### src/sv/xor_frame_deframer_core_defines.svh
// ----------------------------------------------------------------------------
// XOR frame deframer assertion macros
// Shared assertion shorthands for the deframer RTL.
// ----------------------------------------------------------------------------
`ifndef XOR_FRAME_DEFRAMER_CORE_DEFINES_SVH
`define XOR_FRAME_DEFRAMER_CORE_DEFINES_SVH

// Same-cycle implication, disabled during reset.
`define XFD_ASSERT_IMP(lbl, ante, cons, msg) \
  lbl: assert property (@(posedge clk) disable iff (!rst_n) (ante) |-> (cons)) \
    else $error(msg);

// Next-cycle implication, disabled during reset.
`define XFD_ASSERT_NXT(lbl, ante, cons, msg) \
  lbl: assert property (@(posedge clk) disable iff (!rst_n) (ante) |=> (cons)) \
    else $error(msg);

`endif

### src/sv/xfd_pkg.sv
// ----------------------------------------------------------------------------
// XOR frame deframer package
// Types and constants shared by the deframer modules.
// ----------------------------------------------------------------------------
package xfd_pkg;

  localparam int unsigned MinLength = 6;
  localparam int unsigned AddrBytes = 4;

  localparam logic [7:0]  HeaderReset     = 8'h29;
  localparam logic [7:0]  TerminatorReset = 8'h0d;
  localparam logic [15:0] MaxLengthReset  = 16'd251;

  typedef enum logic [2:0] {
    PH_HUNT1 = 3'd0,
    PH_HUNT2 = 3'd1,
    PH_CMD   = 3'd2,
    PH_LENHI = 3'd3,
    PH_LENLO = 3'd4,
    PH_BODY  = 3'd5,
    PH_CSUM  = 3'd6,
    PH_TERM  = 3'd7
  } xfd_phase_t;

  typedef enum logic [1:0] {
    ST_OK        = 2'd0,
    ST_BAD_LEN   = 2'd1,
    ST_BAD_TERM  = 2'd2,
    ST_BAD_CSUM  = 2'd3
  } xfd_status_t;

  typedef enum logic [1:0] {
    CFG_HEADER     = 2'd0,
    CFG_TERMINATOR = 2'd1,
    CFG_MAX_LENGTH = 2'd2
  } xfd_cfg_idx_t;

  localparam logic KIND_BODY    = 1'b0;
  localparam logic KIND_VERDICT = 1'b1;

  typedef struct packed {
    logic [7:0]  header;
    logic [7:0]  terminator;
    logic [15:0] max_length;
  } xfd_cfg_t;

  typedef struct packed {
    logic        kind;
    logic [7:0]  body_byte;
    logic        address_part;
    logic [7:0]  command_code;
    logic [1:0]  frame_status;
  } xfd_result_t;

endpackage

### src/sv/xfd_parser.sv
// ----------------------------------------------------------------------------
// XOR frame deframer parser
// Per-byte frame state machine: header hunt, command, length, body,
// checksum and terminator, with a running XOR.
// ----------------------------------------------------------------------------
module xfd_parser (
  input  logic              clk,
  input  logic              rst_n,
  input  logic              byte_en,
  input  logic [7:0]        rx_byte,
  input  xfd_pkg::xfd_cfg_t cfg,
  output logic              res_valid,
  output xfd_pkg::xfd_result_t res
);
  import xfd_pkg::*;

  xfd_phase_t  phase_r, phase_nxt;
  logic [7:0]  cmd_r, cmd_nxt;
  logic [15:0] len_r, len_nxt;
  logic [15:0] cnt_r, cnt_nxt;
  logic [7:0]  xor_r, xor_nxt;

  logic [15:0] len_full;
  logic        len_bad;
  logic [15:0] cnt_inc;
  logic        body_last;
  logic [7:0]  xor_step;

  assign len_full  = {len_r[15:8], rx_byte};
  assign len_bad   = (len_full < 16'(MinLength)) || (len_full > cfg.max_length);
  assign cnt_inc   = cnt_r + 16'd1;
  assign body_last = cnt_inc >= (len_r - 16'd2);
  assign xor_step  = xor_r ^ rx_byte;

  // next phase
  always_comb begin
    phase_nxt = phase_r;
    if (byte_en) begin
      case (phase_r)
        PH_HUNT1: if (rx_byte == cfg.header) phase_nxt = PH_HUNT2;
        PH_HUNT2: phase_nxt = (rx_byte == cfg.header) ? PH_CMD : PH_HUNT1;
        PH_CMD:   phase_nxt = PH_LENHI;
        PH_LENHI: phase_nxt = PH_LENLO;
        PH_LENLO: phase_nxt = len_bad ? PH_HUNT1 : PH_BODY;
        PH_BODY:  if (body_last) phase_nxt = PH_CSUM;
        PH_CSUM:  phase_nxt = PH_TERM;
        PH_TERM:  phase_nxt = PH_HUNT1;
        default:  phase_nxt = PH_HUNT1;
      endcase
    end
  end

  // frame fields
  always_comb begin
    cmd_nxt = cmd_r;
    len_nxt = len_r;
    cnt_nxt = cnt_r;
    xor_nxt = xor_r;
    if (byte_en) begin
      case (phase_r)
        PH_HUNT1: if (rx_byte == cfg.header) xor_nxt = rx_byte;
        PH_HUNT2: if (rx_byte == cfg.header) xor_nxt = xor_step;
        PH_CMD: begin
          cmd_nxt = rx_byte;
          xor_nxt = xor_step;
        end
        PH_LENHI: begin
          len_nxt = {rx_byte, 8'h00};
          xor_nxt = xor_step;
        end
        PH_LENLO: begin
          len_nxt = len_full;
          xor_nxt = xor_step;
          if (!len_bad) cnt_nxt = '0;
        end
        PH_BODY: begin
          cnt_nxt = cnt_inc;
          xor_nxt = xor_step;
        end
        PH_CSUM:  xor_nxt = xor_step;
        default:  xor_nxt = xor_r;
      endcase
    end
  end

  // result
  always_comb begin
    res_valid          = 1'b0;
    res.kind           = KIND_BODY;
    res.body_byte      = '0;
    res.address_part   = 1'b0;
    res.command_code   = cmd_r;
    res.frame_status   = ST_OK;
    case (phase_r)
      PH_LENLO: begin
        res_valid        = byte_en && len_bad;
        res.kind         = KIND_VERDICT;
        res.frame_status = ST_BAD_LEN;
      end
      PH_BODY: begin
        res_valid        = byte_en;
        res.body_byte    = rx_byte;
        res.address_part = cnt_r < 16'(AddrBytes);
      end
      PH_TERM: begin
        res_valid = byte_en;
        res.kind  = KIND_VERDICT;
        if (rx_byte != cfg.terminator) begin
          res.frame_status = ST_BAD_TERM;
        end else if (xor_r != 8'h00) begin
          res.frame_status = ST_BAD_CSUM;
        end else begin
          res.frame_status = ST_OK;
        end
      end
      default: res_valid = 1'b0;
    endcase
  end

  always_ff @(posedge clk) begin
    if (!rst_n) begin
      phase_r <= PH_HUNT1;
      cmd_r   <= '0;
      len_r   <= '0;
      cnt_r   <= '0;
      xor_r   <= '0;
    end else begin
      phase_r <= phase_nxt;
      cmd_r   <= cmd_nxt;
      len_r   <= len_nxt;
      cnt_r   <= cnt_nxt;
      xor_r   <= xor_nxt;
    end
  end

endmodule

### src/sv/xor_frame_deframer_core.sv
// ----------------------------------------------------------------------------
// XOR frame deframer core
// Byte-serial parser for length-prefixed frames with an XOR checksum.
// ----------------------------------------------------------------------------
// Usage:
//   Input channel (in_valid / in_stall / in_rx_byte) takes one received byte
//   per request. Result channel (out_valid / out_stall / out_*) gives body
//   bytes (out_kind 0) and end-of-frame verdicts (out_kind 1). Bytes outside
//   a frame, header, command and checksum bytes and an in-range length give no result.
//   A byte's result is registered in the output register as the byte is
//   accepted.
//   Throughput: one byte per cycle while in_stall is low; the per-byte compare,
//   counter and XOR sit between the state registers and the single output register.
//   Stall: while a held result is stalled, in_stall is raised; as soon as the
//   result is taken a new byte is accepted in the same cycle.
//   Reset (rst_n low, synchronous): parser returns to header hunt, output is
//   emptied and the registers return to header 0x29, terminator 0x0d and
//   max length 251. Configuration via cfg_we / cfg_index / cfg_wdata is to be
//   written by the user only while the block is idle; the block does not enforce it.
// ----------------------------------------------------------------------------
`include "xor_frame_deframer_core_defines.svh"

module xor_frame_deframer_core (
  input  logic        clk,
  input  logic        rst_n,
  input  logic        cfg_we,
  input  logic [1:0]  cfg_index,
  input  logic [15:0] cfg_wdata,
  input  logic        in_valid,
  output logic        in_stall,
  input  logic [7:0]  in_rx_byte,
  output logic        out_valid,
  input  logic        out_stall,
  output logic        out_kind,
  output logic [7:0]  out_body_byte,
  output logic        out_address_part,
  output logic [7:0]  out_command_code,
  output logic [1:0]  out_frame_status
);
  import xfd_pkg::*;

  xfd_cfg_t    cfg_r;
  logic        out_valid_r;
  xfd_result_t out_r;
  logic        in_take;
  logic        res_valid;
  xfd_result_t res;

  assign in_stall = out_valid_r && out_stall;
  assign in_take  = in_valid && !in_stall;

  always_ff @(posedge clk) begin
    if (!rst_n) begin
      cfg_r.header     <= HeaderReset;
      cfg_r.terminator <= TerminatorReset;
      cfg_r.max_length <= MaxLengthReset;
    end else if (cfg_we) begin
      case (cfg_index)
        CFG_HEADER:     cfg_r.header     <= cfg_wdata[7:0];
        CFG_TERMINATOR: cfg_r.terminator <= cfg_wdata[7:0];
        CFG_MAX_LENGTH: cfg_r.max_length <= cfg_wdata;
        default:        cfg_r            <= cfg_r;
      endcase
    end
  end

  xfd_parser u_parser (
    .clk       (clk),
    .rst_n     (rst_n),
    .byte_en   (in_take),
    .rx_byte   (in_rx_byte),
    .cfg       (cfg_r),
    .res_valid (res_valid),
    .res       (res)
  );

  always_ff @(posedge clk) begin
    if (!rst_n) begin
      out_valid_r <= 1'b0;
    end else if (in_take && res_valid) begin
      out_valid_r <= 1'b1;
    end else if (!out_stall) begin
      out_valid_r <= 1'b0;
    end
  end

  always_ff @(posedge clk) begin
    if (in_take && res_valid) begin
      out_r <= res;
    end
  end

  assign out_valid        = out_valid_r;
  assign out_kind         = out_r.kind;
  assign out_body_byte    = out_r.body_byte;
  assign out_address_part = out_r.address_part;
  assign out_command_code = out_r.command_code;
  assign out_frame_status = out_r.frame_status;

  `XFD_ASSERT_IMP(a_stall_only_full, in_stall, out_valid_r, "stall without held result")
  `XFD_ASSERT_IMP(a_verdict_clean, out_valid_r && out_r.kind == KIND_VERDICT,
                  out_r.body_byte == 8'h00 && !out_r.address_part,
                  "verdict carries body data")
  `XFD_ASSERT_IMP(a_body_ok, out_valid_r && out_r.kind == KIND_BODY,
                  out_r.frame_status == ST_OK, "body result with error status")
  `XFD_ASSERT_NXT(a_load_valid, in_take && res_valid, out_valid_r, "result lost on load")

endmodule

### config.mk
export PLATFORM = sky130hd
export DESIGN_NAME = xor_frame_deframer_core
export DESIGN_NICKNAME = d
export VERILOG_FILES = /design/src/sv/xfd_pkg.sv /design/src/sv/xfd_parser.sv /design/src/sv/xor_frame_deframer_core.sv
export VERILOG_INCLUDE_DIRS = /design/src /design/src/sv
export SDC_FILE = /design/constraint.sdc
export NUM_CORES = 1
export LEC_CHECK = 0
export ABC_AREA = 1
export BUFFER_PORTS_ARGS = -buffer_cell sky130_fd_sc_hd__buf_2
export CORE_AREA = 2 2 118 120
export CTS_CLUSTER_DIAMETER = 80
export DETAILED_ROUTE_END_ITERATION = 8
export DIE_AREA = 0 0 120 122
export HOLD_SLACK_MARGIN = 0.15
export SLEW_MARGIN = 0
export SYNTH_ARGS = -nofsm -noshare
export SYNTH_HDL_FRONTEND = slang
export SYNTH_HIERARCHICAL = 1
export SYNTH_SLANG_ARGS = --single-unit
### constraint.sdc
create_clock -name clk -period 10.3 [get_ports clk]
set_input_delay 1.545 -clock clk [delete_from_list [all_inputs] [get_ports clk]]
set_output_delay 1.545 -clock clk [all_outputs]
set_load 0.01 [all_outputs]
==> results_dict.tcl <==
set metrics [dict create \
    run_status "finished clean" \
    worst_hold_path_type "reg -> reg" \
    fin_setup_tns_ps 0 \
    combPwrFrac_pct 10.6 \
    net_switching_w 0.0002248 \
    grt_start_max_net_pins 45 \
    post-cts-setup-buffer-count 0 \
    drt-total-wl_mm 14.02 \
    synth.net_count 881 \
    tritoncts_clock_tree "built" \
    post-route-period-util_pct 34.79 \
    io_pins 53 \
    io_buffers 52 \
    cells_after_synth 816 \
    proportion_of_synthesized_flip_flops_having_asynchronous_set_or_reset_pct 0 \
    grt.met1_usage_pct 26.32 \
    detailedRoute.firstIterationViolations 370 \
    synth.largest_area_cell "dfxtp_1" \
    grt.total_usage_pct 20.43 \
    drt_pass1_iterations 4 \
    power.sequential.fraction_pct 51.3 \
    worst-endpoint-arrival_ps 2040 \
    clock-skew-final_ps 7.775 \
    numCtsBuffers 9 \
    vdd.ir_drop.worst_mv 0.08923 \
    clk_latency_ps 360 \
    grt_pass1_wl_mm 23.32 \
    rows 43 \
    n_antenna_cell 0 \
    final_util_pct 48.42 \
    grt_setup_unrepaired "no" \
    finish.net_count 915 \
    detailed_place_hpwl_mm 10.45 \
    detail_route.vias_per_cell 4.840 \
    slew_viol_final 0 \
    power_report.internal_total_w 0.0006207 \
    final_antenna_net_count 0 \
    yosys_warnings 6 \
    clk_path_buf_depth 2 \
    setup.worst_path.end_class "primary output" \
    globalRoute.totalOverflow 0 \
    report.final.hold_viol_count 0 \
    worst-endpoint-required_ps 8760 \
    drt_drc_violations_left 0 \
    chipHeight_um 122 \
    fillerInstances 1436 \
    gp_congestion 0.8793 \
    drive_gt1_share_pct 10.88 \
    antenna_found_initial 0 \
    period_needed_ps 3584 \
    worst_pin_slew_ps 926.5 \
    routed_vias 5009 \
    synth_area_sq_um 5941 \
    first_global_vias 4762 \
    postSynthRegisterBits 104 \
    prevailing_post_synth_register_cell "dfxtp_1" \
    finish.instance_area_sq_um 6539 \
    synth.avg_cell_area_sq_um 7.280 \
    clock_power_share_pct 38.1 \
    dp_slack_ps 6537 \
    flow.area_growth_from_synthesis_pct 10.07 \
    yosysSeqAreaShare_pct 38.42 \
    achievable-frequency_mhz 279.0 \
    setup_viol 0 \
    leakagePower_nw 3.083 \
    grt.met2_usage_pct 34.84 \
    maxCapViolations 0 \
    grt_use_met3_pct 4.682 \
    maximum_fanout_count_along_the_critical_path 3 \
    start_kind "input pin" \
    netlist_top_cells_area "dfxtp_1 (28%), nand2_1 (12%), edfxtp_1 (10%)" \
    netlist-cell-type-count 36 \
    floorplan.die.width_um 120 \
    tritoncts_num_sinks 104 \
    power_density_nw_per_um2 129.3 \
    switching_share_pct 26.58 \
    busiest_layer "met2" \
    synthMostInstantiatedCell "nand2_1" \
    core_area_sq_um 13500 \
    synth.top_cell.area_share_pct 28.31 \
    critPathKind "in -> out" \
    placedInstanceArea_sq_um 6265 \
    initial_core_util_pct 43.99 \
    routedWlPerCell_um 13.55 \
    finalWorstSetupSlack_ps 6716 \
    htreeDepth 3 \
    max_slew_margin_pct 38.06 \
    netlist_top_cells_count "nand2_1 (188), inv_1 (114), nor2_1 (87)" \
    ctsRootBufferMaster "clkbuf_16" \
    hold_ws_ps 436.6 \
    die-area_sq_um 14640 \
    cts.clk_slew.worst_paths_ps 70 \
    hold_bufs_at_cts 0 \
    synth_enable_flop_cells 20 \
    post_cts.resized_instances 0 \
]
==> worst max-delay path, stage by stage <==
cell,delay [ps]
buf_2,80
nand2_1,100
inv_1,150
buf_2,150
==> power groups by stage <==
stage | sequential, W | combinational (W) | clock, W
6_report | 0.000433 | 0.0000900 | 0.000322
3_5_place_dp | 0.000443 | 0.0000898 | 0
3_3_place_gp | 0.000443 | 0.0000892 | 0
4_1_cts | 0.000433 | 0.0000900 | 0.000335
5_1_grt | 0.000435 | 0.000103 | 0.000349
2_1_floorplan | 0.000439 | 0.0000705 | 0
==> flip-flops by register name (all words and copies together) (netlist names) <==
| name | count |
|---|---|
| cfg_r | 32 |
| out_address_part | 1 |
| out_body_byte | 8 |
| out_command_code | 8 |
| out_frame_status | 2 |
| out_kind | 1 |
| out_valid | 1 |
| u_parser/cmd_r | 8 |
| u_parser/cnt_r | 16 |
| u_parser/len_r | 16 |
| u_parser/phase_r | 3 |
| u_parser/xor_r | 8 |
==> cell families after synthesis <==
| family | after synthesis | share of synthesized area (%) |
|---|---|---|
| AO/OA/AOI/OAI | 104 | 9.394 |
| adder cells (fa/ha/maj) | 34 | 7.161 |
| XOR/XNOR | 45 | 6.634 |
| AND/OR/NAND/NOR | 379 | 27.76 |
| buffers and inverters | 150 | 10.64 |
| flip-flops | 104 | 38.42 |
==> through the flow <==
step                      cells  total power, W
after floorplan             816       0.0005096
after global placement     1019       0.0005320
after detailed placement   1019       0.0005325
after CTS                  1035       0.0008583
after global routing       1035       0.0008860
final                      1035       0.0008454
==> path summary, 6_finish.rpt <==
check	startpoint	to	slack, ps	cells after the start
setup / recovery	out_stall	in_stall	6720	4
hold / removal	u_parser/cmd_r[1]	out_command_code[1]	440	0
setup reg to reg	u_parser/len_r[1]	u_parser/phase_r[0]	7200	19
hold reg to reg	u_parser/cmd_r[1]	out_command_code[1]	440	0
==> cell type report <==
type	count	area [sq um]	area share, %
Multi-Input combinational cell	562	3032	46.36
Sequential cell	104	2282	34.90
Inverter	118	442.9	6.774
Timing Repair Buffer	55	282.8	4.325
Clock buffer	10	229.0	3.502
Tap cell	180	225.2	3.444
Clock inverter	6	45.04	0.6889
==> cells in the final DEF (no fill, tap or decap), types with 15 or more instances in the layout <==
master,n
buf_2,52
xnor2_1,15
dfxtp_1,84
nand3_1,55
xor2_1,30
ha_1,34
nor2_1,87
o21ai_0,26
nand2_1,188
a21oi_1,65
inv_1,114
edfxtp_1,20
==> layer usage <==
| metal | wire [um] | vias up |
|---|---|---|
| li1 | - | 2666 |
| met1 | 6612 | 2231 |
| met2 | 6615 | 98 |
| met3 | 631 | 14 |
| met4 | 164 | 0 |
| met5 | 0 | - |
No activity file was read; power rests on OpenSTA's default activity.
